===== src/hdl/hcw_pkg.sv =====
// shared types, constants and helper functions for the colour wheel pixel generator
`default_nettype none

package hcw_pkg;

	localparam logic [31:0] GREY_OUTSIDE = 32'hFF10_1010;
	localparam logic [7:0]  ALPHA_FULL   = 8'hFF;
	localparam logic [7:0]  VAL_BASE     = 8'd200;

	// configuration register indexes
	localparam logic [1:0] CFG_FRAME_WIDTH  = 2'd0;
	localparam logic [1:0] CFG_FRAME_HEIGHT = 2'd1;
	localparam logic [1:0] CFG_FRAME_TICK   = 2'd2;
	localparam logic [1:0] CFG_LINE_STRIDE  = 2'd3;

	// hue sector, each 43 hue steps wide but for the last, which is 41 wide
	typedef enum logic [2:0] {
		SEC_R_TO_Y,
		SEC_Y_TO_G,
		SEC_G_TO_C,
		SEC_C_TO_B,
		SEC_B_TO_M,
		SEC_M_TO_R
	} sector_t;

	// payload of one divider stage: partial remainders and quotients for sat and val
	typedef struct packed {
		logic [17:0] rs;
		logic [7:0]  qs;
		logic [15:0] rv;
		logic [5:0]  qv;
		logic [7:0]  hue;
		logic        in_wheel;
		logic [21:0] addr;
	} div_stage_t;

	// h / 43 for an 8-bit hue
	function automatic sector_t hue_sector(logic [7:0] h);
		sector_t s;
		if (h >= 8'd215) begin
			s = SEC_M_TO_R;
		end else if (h >= 8'd172) begin
			s = SEC_B_TO_M;
		end else if (h >= 8'd129) begin
			s = SEC_C_TO_B;
		end else if (h >= 8'd86) begin
			s = SEC_G_TO_C;
		end else if (h >= 8'd43) begin
			s = SEC_Y_TO_G;
		end else begin
			s = SEC_R_TO_Y;
		end
		return s;
	endfunction

	// first hue of a sector
	function automatic logic [7:0] sector_base(sector_t s);
		logic [7:0] b;
		unique case (s)
			SEC_R_TO_Y: b = 8'd0;
			SEC_Y_TO_G: b = 8'd43;
			SEC_G_TO_C: b = 8'd86;
			SEC_C_TO_B: b = 8'd129;
			SEC_B_TO_M: b = 8'd172;
			SEC_M_TO_R: b = 8'd215;
			default:    b = 8'd0;
		endcase
		return b;
	endfunction

	// exact x / 255 for x up to 255*255
	function automatic logic [7:0] div255(logic [15:0] x);
		logic [15:0] t;
		t = x + {8'd0, x[15:8]} + 16'd1;
		return t[15:8];
	endfunction

endpackage

`default_nettype wire


===== src/hdl/hsv_color_wheel_pixel_generator.sv =====
// colour wheel pixel generator: coordinate in, argb colour and buffer word address out
// throughput: one pixel per cycle while pixel_stall is low; the radius divisions run
//   as a 4-stage radix-4 long divider, one pair of quotient bits per stage, so no
//   unit is shared
// each stage loads when empty or when the stage after it moves, so bubbles close up
// reset clears all stage valid bits; frame registers reset to 320, 240, 0 and 320
`default_nettype none

module hsv_color_wheel_pixel_generator (
	input  wire logic        clk,
	input  wire logic        arst_n,
	input  wire logic        cfg_we,
	input  wire logic [1:0]  cfg_index,
	input  wire logic [12:0] cfg_data,
	input  wire logic        coord_valid,
	output logic             coord_stall,
	input  wire logic [9:0]  pixel_x,
	input  wire logic [9:0]  pixel_y,
	output logic             pixel_valid,
	input  wire logic        pixel_stall,
	output logic [31:0]      argb_colour,
	output logic [21:0]      word_address
);

	logic [10:0] frame_width_q;
	logic [10:0] frame_height_q;
	logic [5:0]  frame_tick_q;
	logic [12:0] line_stride_q;

	always_ff @(posedge clk or negedge arst_n) begin
		if (!arst_n) begin
			frame_width_q  <= 11'd320;
			frame_height_q <= 11'd240;
			frame_tick_q   <= 6'd0;
			line_stride_q  <= 13'd320;
		end else if (cfg_we) begin
			unique case (cfg_index)
				hcw_pkg::CFG_FRAME_WIDTH:  frame_width_q  <= cfg_data[10:0];
				hcw_pkg::CFG_FRAME_HEIGHT: frame_height_q <= cfg_data[10:0];
				hcw_pkg::CFG_FRAME_TICK:   frame_tick_q   <= cfg_data[5:0];
				hcw_pkg::CFG_LINE_STRIDE:  line_stride_q  <= cfg_data;
				default: ;
			endcase
		end
	end

	// frame geometry; the user must keep it stable while pixels are in flight, the block does not enforce it
	logic [9:0]  cx, cy, rad_lim, div;
	logic [10:0] min_dim;

	always_comb begin
		cx      = frame_width_q[10:1];
		cy      = frame_height_q[10:1];
		min_dim = (frame_width_q < frame_height_q) ? frame_width_q : frame_height_q;
		rad_lim = min_dim[10:1];
		div     = (rad_lim == 10'd0) ? 10'd1 : rad_lim;
	end

	// stage valids and load enables
	logic v_s1, v_s2, v_s3, v_s4, v_s5, v_s6, v_s7, v_s8, v_s9;
	logic ld1, ld2, ld3, ld4, ld5, ld6, ld7, ld8, ld9;

	always_comb begin
		ld9 = !v_s9 || !pixel_stall;
		ld8 = !v_s8 || ld9;
		ld7 = !v_s7 || ld8;
		ld6 = !v_s6 || ld7;
		ld5 = !v_s5 || ld6;
		ld4 = !v_s4 || ld5;
		ld3 = !v_s3 || ld4;
		ld2 = !v_s2 || ld3;
		ld1 = !v_s1 || ld2;
	end

	assign coord_stall = !ld1;
	assign pixel_valid = v_s9;

	always_ff @(posedge clk or negedge arst_n) begin
		if (!arst_n) begin
			v_s1 <= 1'b0;
			v_s2 <= 1'b0;
			v_s3 <= 1'b0;
			v_s4 <= 1'b0;
			v_s5 <= 1'b0;
			v_s6 <= 1'b0;
			v_s7 <= 1'b0;
			v_s8 <= 1'b0;
			v_s9 <= 1'b0;
		end else begin
			if (ld1) v_s1 <= coord_valid;
			if (ld2) v_s2 <= v_s1;
			if (ld3) v_s3 <= v_s2;
			if (ld4) v_s4 <= v_s3;
			if (ld5) v_s5 <= v_s4;
			if (ld6) v_s6 <= v_s5;
			if (ld7) v_s7 <= v_s6;
			if (ld8) v_s8 <= v_s7;
			if (ld9) v_s9 <= v_s8;
		end
	end

	// stage 1: distances from centre, hue, address
	logic [9:0]  adx, ady;
	logic [7:0]  hue_d, hue_c;
	logic [21:0] addr_prod;
	logic [21:0] addr_c;

	always_comb begin
		adx       = (pixel_x >= cx) ? pixel_x - cx : cx - pixel_x;
		ady       = (pixel_y >= cy) ? pixel_y - cy : cy - pixel_y;
		// 6*(x-cx) - 6*(y-cy) only matters mod 256
		hue_d     = pixel_x[7:0] - pixel_y[7:0] + cy[7:0] - cx[7:0];
		hue_c     = {hue_d[5:0], 2'b00} + {hue_d[6:0], 1'b0} + {frame_tick_q, 2'b00};
		addr_prod = {12'd0, pixel_y} * {9'd0, line_stride_q};
		addr_c    = addr_prod + {12'd0, pixel_x};
	end

	logic [9:0]  adx_s1, ady_s1;
	logic [7:0]  hue_s1;
	logic [21:0] addr_s1;

	always_ff @(posedge clk) begin
		if (ld1) begin
			adx_s1  <= adx;
			ady_s1  <= ady;
			hue_s1  <= hue_c;
			addr_s1 <= addr_c;
		end
	end

	// stage 2: radius and the two dividends
	logic [9:0]      radius;
	hcw_pkg::div_stage_t dv_c2;

	always_comb begin
		radius         = (adx_s1 > ady_s1) ? adx_s1 : ady_s1;
		dv_c2.rs       = {radius, 8'd0} - {8'd0, radius};
		dv_c2.rv       = {radius, 6'd0} - {3'd0, radius, 3'd0} - {6'd0, radius};
		dv_c2.qs       = 8'd0;
		dv_c2.qv       = 6'd0;
		dv_c2.hue      = hue_s1;
		dv_c2.in_wheel = (radius <= rad_lim);
		dv_c2.addr     = addr_s1;
	end

	// two quotient bits of both divisions, highest bit hi
	function automatic hcw_pkg::div_stage_t div_step(hcw_pkg::div_stage_t st,
			logic [9:0] d, logic [2:0] hi);
		hcw_pkg::div_stage_t o;
		logic [2:0]  b;
		logic [17:0] ds;
		logic [15:0] dvv;
		o = st;
		for (int k = 0; k < 2; k++) begin
			b  = hi - 3'(k);
			ds = {8'd0, d} << b;
			if (o.rs >= ds) begin
				o.rs    = o.rs - ds;
				o.qs[b] = 1'b1;
			end
			// for a wheel pixel the val quotient never exceeds 55
			if (b <= 3'd5) begin
				dvv = {6'd0, d} << b;
				if (o.rv >= dvv) begin
					o.rv    = o.rv - dvv;
					o.qv[b] = 1'b1;
				end
			end
		end
		return o;
	endfunction

	hcw_pkg::div_stage_t dv_s2, dv_s3, dv_s4, dv_s5, dv_s6;

	always_ff @(posedge clk) begin
		if (ld2) dv_s2 <= dv_c2;
		if (ld3) dv_s3 <= div_step(dv_s2, div, 3'd7);
		if (ld4) dv_s4 <= div_step(dv_s3, div, 3'd5);
		if (ld5) dv_s5 <= div_step(dv_s4, div, 3'd3);
		if (ld6) dv_s6 <= div_step(dv_s5, div, 3'd1);
	end

	// stage 7: sat, val, sector and the first products
	logic [7:0]       sat, val, rem_base, rem;
	hcw_pkg::sector_t sec;

	always_comb begin
		sat      = 8'd255 - dv_s6.qs;
		val      = hcw_pkg::VAL_BASE + {2'd0, dv_s6.qv};
		sec      = hcw_pkg::hue_sector(dv_s6.hue);
		rem_base = dv_s6.hue - hcw_pkg::sector_base(sec);
		rem      = {rem_base[5:0], 2'b00} + {rem_base[6:0], 1'b0};
	end

	logic [7:0]       val_s7;
	hcw_pkg::sector_t sec_s7;
	logic [15:0]      pm_s7, sr_s7, st_s7;
	logic             in_wheel_s7;
	logic [21:0]      addr_s7;

	always_ff @(posedge clk) begin
		if (ld7) begin
			val_s7      <= val;
			sec_s7      <= sec;
			// 255 - sat is the sat quotient itself
			pm_s7       <= {8'd0, val} * {8'd0, dv_s6.qs};
			sr_s7       <= {8'd0, sat} * {8'd0, rem};
			st_s7       <= {8'd0, sat} * {8'd0, 8'd255 - rem};
			in_wheel_s7 <= dv_s6.in_wheel;
			addr_s7     <= dv_s6.addr;
		end
	end

	// stage 8: p, and the products for q and t
	logic [7:0] a_c, b_c;

	always_comb begin
		a_c = hcw_pkg::div255(sr_s7);
		b_c = hcw_pkg::div255(st_s7);
	end

	logic [7:0]       p_s8, val_s8;
	logic [15:0]      qm_s8, tm_s8;
	hcw_pkg::sector_t sec_s8;
	logic             in_wheel_s8;
	logic [21:0]      addr_s8;

	always_ff @(posedge clk) begin
		if (ld8) begin
			p_s8        <= hcw_pkg::div255(pm_s7);
			qm_s8       <= {8'd0, val_s7} * {8'd0, 8'd255 - a_c};
			tm_s8       <= {8'd0, val_s7} * {8'd0, 8'd255 - b_c};
			val_s8      <= val_s7;
			sec_s8      <= sec_s7;
			in_wheel_s8 <= in_wheel_s7;
			addr_s8     <= addr_s7;
		end
	end

	// stage 9: q, t and the channel selection
	logic [7:0]  q_c, t_c, r_c, g_c, b_ch;
	logic [31:0] colour_c;

	always_comb begin
		q_c = hcw_pkg::div255(qm_s8);
		t_c = hcw_pkg::div255(tm_s8);
		unique case (sec_s8)
			hcw_pkg::SEC_R_TO_Y: begin r_c = val_s8; g_c = t_c;    b_ch = p_s8;   end
			hcw_pkg::SEC_Y_TO_G: begin r_c = q_c;    g_c = val_s8; b_ch = p_s8;   end
			hcw_pkg::SEC_G_TO_C: begin r_c = p_s8;   g_c = val_s8; b_ch = t_c;    end
			hcw_pkg::SEC_C_TO_B: begin r_c = p_s8;   g_c = q_c;    b_ch = val_s8; end
			hcw_pkg::SEC_B_TO_M: begin r_c = t_c;    g_c = p_s8;   b_ch = val_s8; end
			default:             begin r_c = val_s8; g_c = p_s8;   b_ch = q_c;    end
		endcase
		colour_c = in_wheel_s8 ? {hcw_pkg::ALPHA_FULL, r_c, g_c, b_ch}
			: hcw_pkg::GREY_OUTSIDE;
	end

	logic [31:0] colour_s9;
	logic [21:0] addr_s9;

	always_ff @(posedge clk) begin
		if (ld9) begin
			colour_s9 <= colour_c;
			addr_s9   <= addr_s8;
		end
	end

	assign argb_colour  = colour_s9;
	assign word_address = addr_s9;

	// input backs up only when every stage is full and the output is held
	a_stall_only_when_full: assert property (@(posedge clk) disable iff (!arst_n)
		coord_stall |-> (pixel_valid && pixel_stall && v_s1 && v_s8))
		else $error("input stalled with room in the pipeline");

	// a wheel pixel leaves the divider with a remainder below the divisor
	a_div_sat_rem: assert property (@(posedge clk) disable iff (!arst_n)
		(v_s6 && dv_s6.in_wheel) |-> (dv_s6.rs < {8'd0, div}))
		else $error("sat division remainder not reduced");

	a_div_val_rem: assert property (@(posedge clk) disable iff (!arst_n)
		(v_s6 && dv_s6.in_wheel) |-> (dv_s6.rv < {6'd0, div} && dv_s6.qv <= 6'd55))
		else $error("val division out of range");

	// a held pixel beat keeps its colour
	a_out_hold: assert property (@(posedge clk) disable iff (!arst_n)
		(pixel_valid && pixel_stall) |=> (pixel_valid && $stable(argb_colour)))
		else $error("held pixel changed");

	a_alpha: assert property (@(posedge clk) disable iff (!arst_n)
		pixel_valid |-> (argb_colour[31:24] == hcw_pkg::ALPHA_FULL))
		else $error("alpha byte not opaque");

endmodule

`default_nettype wire


===== config.mk =====
export PLATFORM = sky130hd
export DESIGN_NAME = hsv_color_wheel_pixel_generator
export DESIGN_NICKNAME = d
export VERILOG_FILES = /design/src/hdl/hcw_pkg.sv /design/src/hdl/hsv_color_wheel_pixel_generator.sv
export SDC_FILE = /design/constraint.sdc
export NUM_CORES = 2
export LEC_CHECK = 0
export BUFFER_PORTS_ARGS = -buffer_cell sky130_fd_sc_hd__clkbuf_2
export CORE_MARGIN = 5
export CORE_UTILIZATION = 51
export DETAILED_ROUTE_END_ITERATION = 10
export GPL_TIMING_DRIVEN = 0
export PLACE_DENSITY = 0.67
export SYNTH_ARGS = -nofsm -noshare
export SYNTH_HDL_FRONTEND = slang
export SYNTH_SLANG_ARGS = --single-unit

===== constraint.sdc =====
create_clock -name clk -period 9.14 [get_ports clk]
set_clock_uncertainty 0.05 [all_clocks]
set_input_delay 0 -clock clk [delete_from_list [all_inputs] [get_ports clk]]
set_output_delay 0 -clock clk [all_outputs]
set_load 0.01 [all_outputs]

==> flow_summary.yaml <==
run:
  drv_cap: 0
timing:
  setup_viol_count_final: 0
  relSlewSlack: 0.235
  fin_crit_sh: 0.942
  period_minus_slack_ns: 8.61
  fin_ws_ns: 0.534
  maxSlewViolCount: 0
  fmax_mhz: 116
  worst_pin_slew_ns: 1.14
  hold_viol: 0
synth:
  syn_area_per_cell_um2: 10.8
  synthMuxAreaShare: 0.0343
  post-synth-top-area-cell: "edfxtp_1"
  synthFlopType: "edfxtp_1"
  synth_simple_gate_area_frac: 0.118
  synth_compound_area_frac: 0.105
  yosysMostFrequentCell: "edfxtp_1"
  synth_seq_area_share: 0.374
  async_flop_share: 0.0824
  synth-seq-cells: 607
  synth_fa_ha_area_frac: 0.267
  synth_xor_area_frac: 0.0499
  ys_top_cells_by_area: "edfxtp_1 (35%), ha_1 (14%), fa_1 (13%), inv_1 (4.2%), xnor2_1 (3.5%)"
  synth-edff-count: 557
  synth_area_um2: 48100
  synth_commonest_cells: "edfxtp_1 (557), inv_1 (541), ha_1 (531), nand2_1 (363), fa_1 (309)"
  yosysWarnings: 0
  synthCells: 4447
  synth_cell_types: 100
  synth_top_area_frac: 0.348
  synth_top_family_by_area: "adder cells"
global_route:
  track_usage: 0.215
  grt_pass1_wl_um: 174000
  grt_use_met3: 0.0291
  grt_max_degree: 73
  top_usage_layer: "met2"
  antenna_found_initial: 1
  grt_pass1_vias: 33500
  grt_use_met2: 0.377
  gr-total-overflow: 0
  grt_util_met1: 0.273
placed_design:
  io_buffers: 87
  dp_worst_setup_slack_ns: -0.895
  gp_congestion: 0.931
  dp_cells: 5812
  hpwlAfterDp_um: 83400
routing:
  routed-via-count: 32800
  avgViaCountPerCell: 5.49
  drc_errors: 0
  firstDrtPassIters: 5
  postRouteAntennaNets: 0
  wirelength_um: 107000
  wire_per_inst_um: 17.8
  drt_iter0_drc: 2162
setup_path:
  critPathMaxStageDelay_ns: 0.61
  cpMaxStageDelayCell: "or4_1"
  r2r_end: "sr_s7[14]$_DFFE_PP_"
  rr_startpoint: "dv_s6[24]$_DFFE_PP_"
  crit_end: "sr_s7[14]$_DFFE_PP_"
  required_ns: 9.45
  critPathCaptureType: "flip-flop"
  startpoint: "dv_s6[24]$_DFFE_PP_"
  crit_arrival_ns: 8.92
  cp_max_fo: 10
  crit_cells: 32
  critPathBufInv: 4
  r2r_slack_ns: 0.53
  crit_top_cell: "fa_1"
  critPathLaunchType: "flip-flop"
  critical_path_class: "flip-flop to flip-flop"
  r2r.worst_path.cells: 32
  cp_top_family: "adder cells"
clocking:
  htreeDepth: 3
  cts.sinks: 607
  cts_buffers: 70
  root_buffer: "clkbuf_16"
  clkSlewWorstSetupHoldPaths_ns: 0.06
  cts_tree: "done"
  clock_latency_ns: 0.64
  cts_max_path_buffers: 3
floorplanning:
  die_area_um2: 101000
  die_w_um: 317
  io_pins: 96
  floorplan.initialDensity: 0.515
  num_rows: 112
  fp.dieH_um: 317
  core_area_um2: 93500
finish:
  synthToLayoutAreaGrowth_pct: 10.8
  finalNetCount: 5554
  drive_gt1_frac: 0.0918
  fin_cells: 5983
  utilization: 0.571
  fillers: 7900
  n_antenna_cell: 0
min_path:
  hold_depth: 3
  hp-class: "primary input to flip-flop"
outcome:
  status: "complete, no violations"
[worst register-to-register path, delay by kind of cell, from the launching register on]
kind                       cells  cell delay, ns
muxes                          1            0.18
and+or+nand+nor                5            1.13
adders and majority gates      7            3.22
buffers and inverters          4            0.63
AOI/OAI and AO/OA             10            1.63
xor gates and xnor gates       5            1.06
DFF                            1            0.45
[how the worst min path moves through the flow]
| stage | from | endpoint | slack [ns] |
|---|---|---|---|
| floorplan | arst_n | frame_height_q[0]$_DFFE_PN0P_ | -0.35 |
| global placement | cfg_data[12] | line_stride_q[12]$_DFFE_PN0P_ | 0.19 |
| detailed placement | arst_n | frame_width_q[10]$_DFFE_PN0P_ | 0.1 |
| CTS | pixel_x[3] | adx_s1[3]$_DFFE_PN_ | 0.03 |
| global route | coord_valid | v_s1$_DFFE_PN0N_ | 0.08 |
| finish | coord_valid | v_s1$_DFFE_PN0N_ | 0.07 |
[state kept, by name, summed over array words and instances, names as in the netlist, 10 cells and up]
register	cells
argb_colour	24
line_stride_q	13
addr_s1	22
frame_height_q	11
dv_s4	67
sr_s7	15
frame_width_q	11
addr_s8	22
qm_s8	16
tm_s8	16
pm_s7	16
dv_s3	63
word_address	22
dv_s5	72
dv_s2	61
addr_s7	22
adx_s1	10
dv_s6	44
ady_s1	10
st_s7	16
[stage by stage]
| stage | TNS (ns) | hold slack [ns] | cell area [um2] |
|---|---|---|---|
| floorplan | 0 | -0.346 | 48200 |
| global placement | -77.70 | 0.185 | 50200 |
| detailed placement | -5.55 | 0.0986 | 50600 |
| CTS | 0 | 0.0335 | 53300 |
| global route | -0.0118 | 0.0804 | 53300 |
| finish | 0 | 0.0692 | 53300 |
[timing repair]
item	CTS	global route
resized for setup	7	11
gates cloned	0	0
hold buffers	33	0
endpoints found under the setup margin	18	57
buffers inserted	3	8
pin swaps	0	1
hold endpoints to repair	110	0
[final cells by class]
type | count | area (um2) | area share
multi-input cells | 3198 | 27800 | 0.522
flip-flops and latches | 607 | 18000 | 0.337
inverters | 548 | 2060 | 0.0387
clock buffers | 83 | 1810 | 0.0339
well taps | 1254 | 1570 | 0.0294
repair buffers | 148 | 1150 | 0.0217
clock inverters | 44 | 475 | 0.00891
plain buffers | 101 | 450 | 0.00845
[cell usage in the layout, fill, tap and decap left out, types with 24 or more instances in the layout]
cell type      count
and2_1           156
dfrtp_1           42
a21o_1            74
a21oi_1          216
mux2_2            94
nand2b_1          49
xnor2_1          193
clkbuf_2          88
o21ai_0          154
mux2i_1           36
nand3_1           60
nor2b_1           65
edfxtp_1         557
clkbuf_16         70
nor3_1            57
nand4_1           35
o21bai_1          24
o21a_1            52
fa_1             309
xor2_1            75
nor2_1           259
dlygate4sd3_1     32
ha_1             531
nand2_1          360
inv_1            540
clkbuf_1          89
[logic make-up (layout without fill, tap and decap cells)]
group	Yosys count	count (layout)
adder cells (fa/ha/maj)	840	840
AO/OA/AOI/OAI	768	768
AND/OR/NAND/NOR	1163	1163
other	1	8
XOR/XNOR	272	272
flip-flops	607	607
multiplexers	147	147
buffers and inverters	649	924
[routing by layer]
layer	up-vias	share of wire
li1	15900	-
met1	15900	0.42
met2	776	0.49
met3	238	0.043
met4	0	0.042
met5	-	0
Power is left out: the tool's default activity adds up to more than one toggle a clock period on the data nets, which glitch-free logic cannot reach.
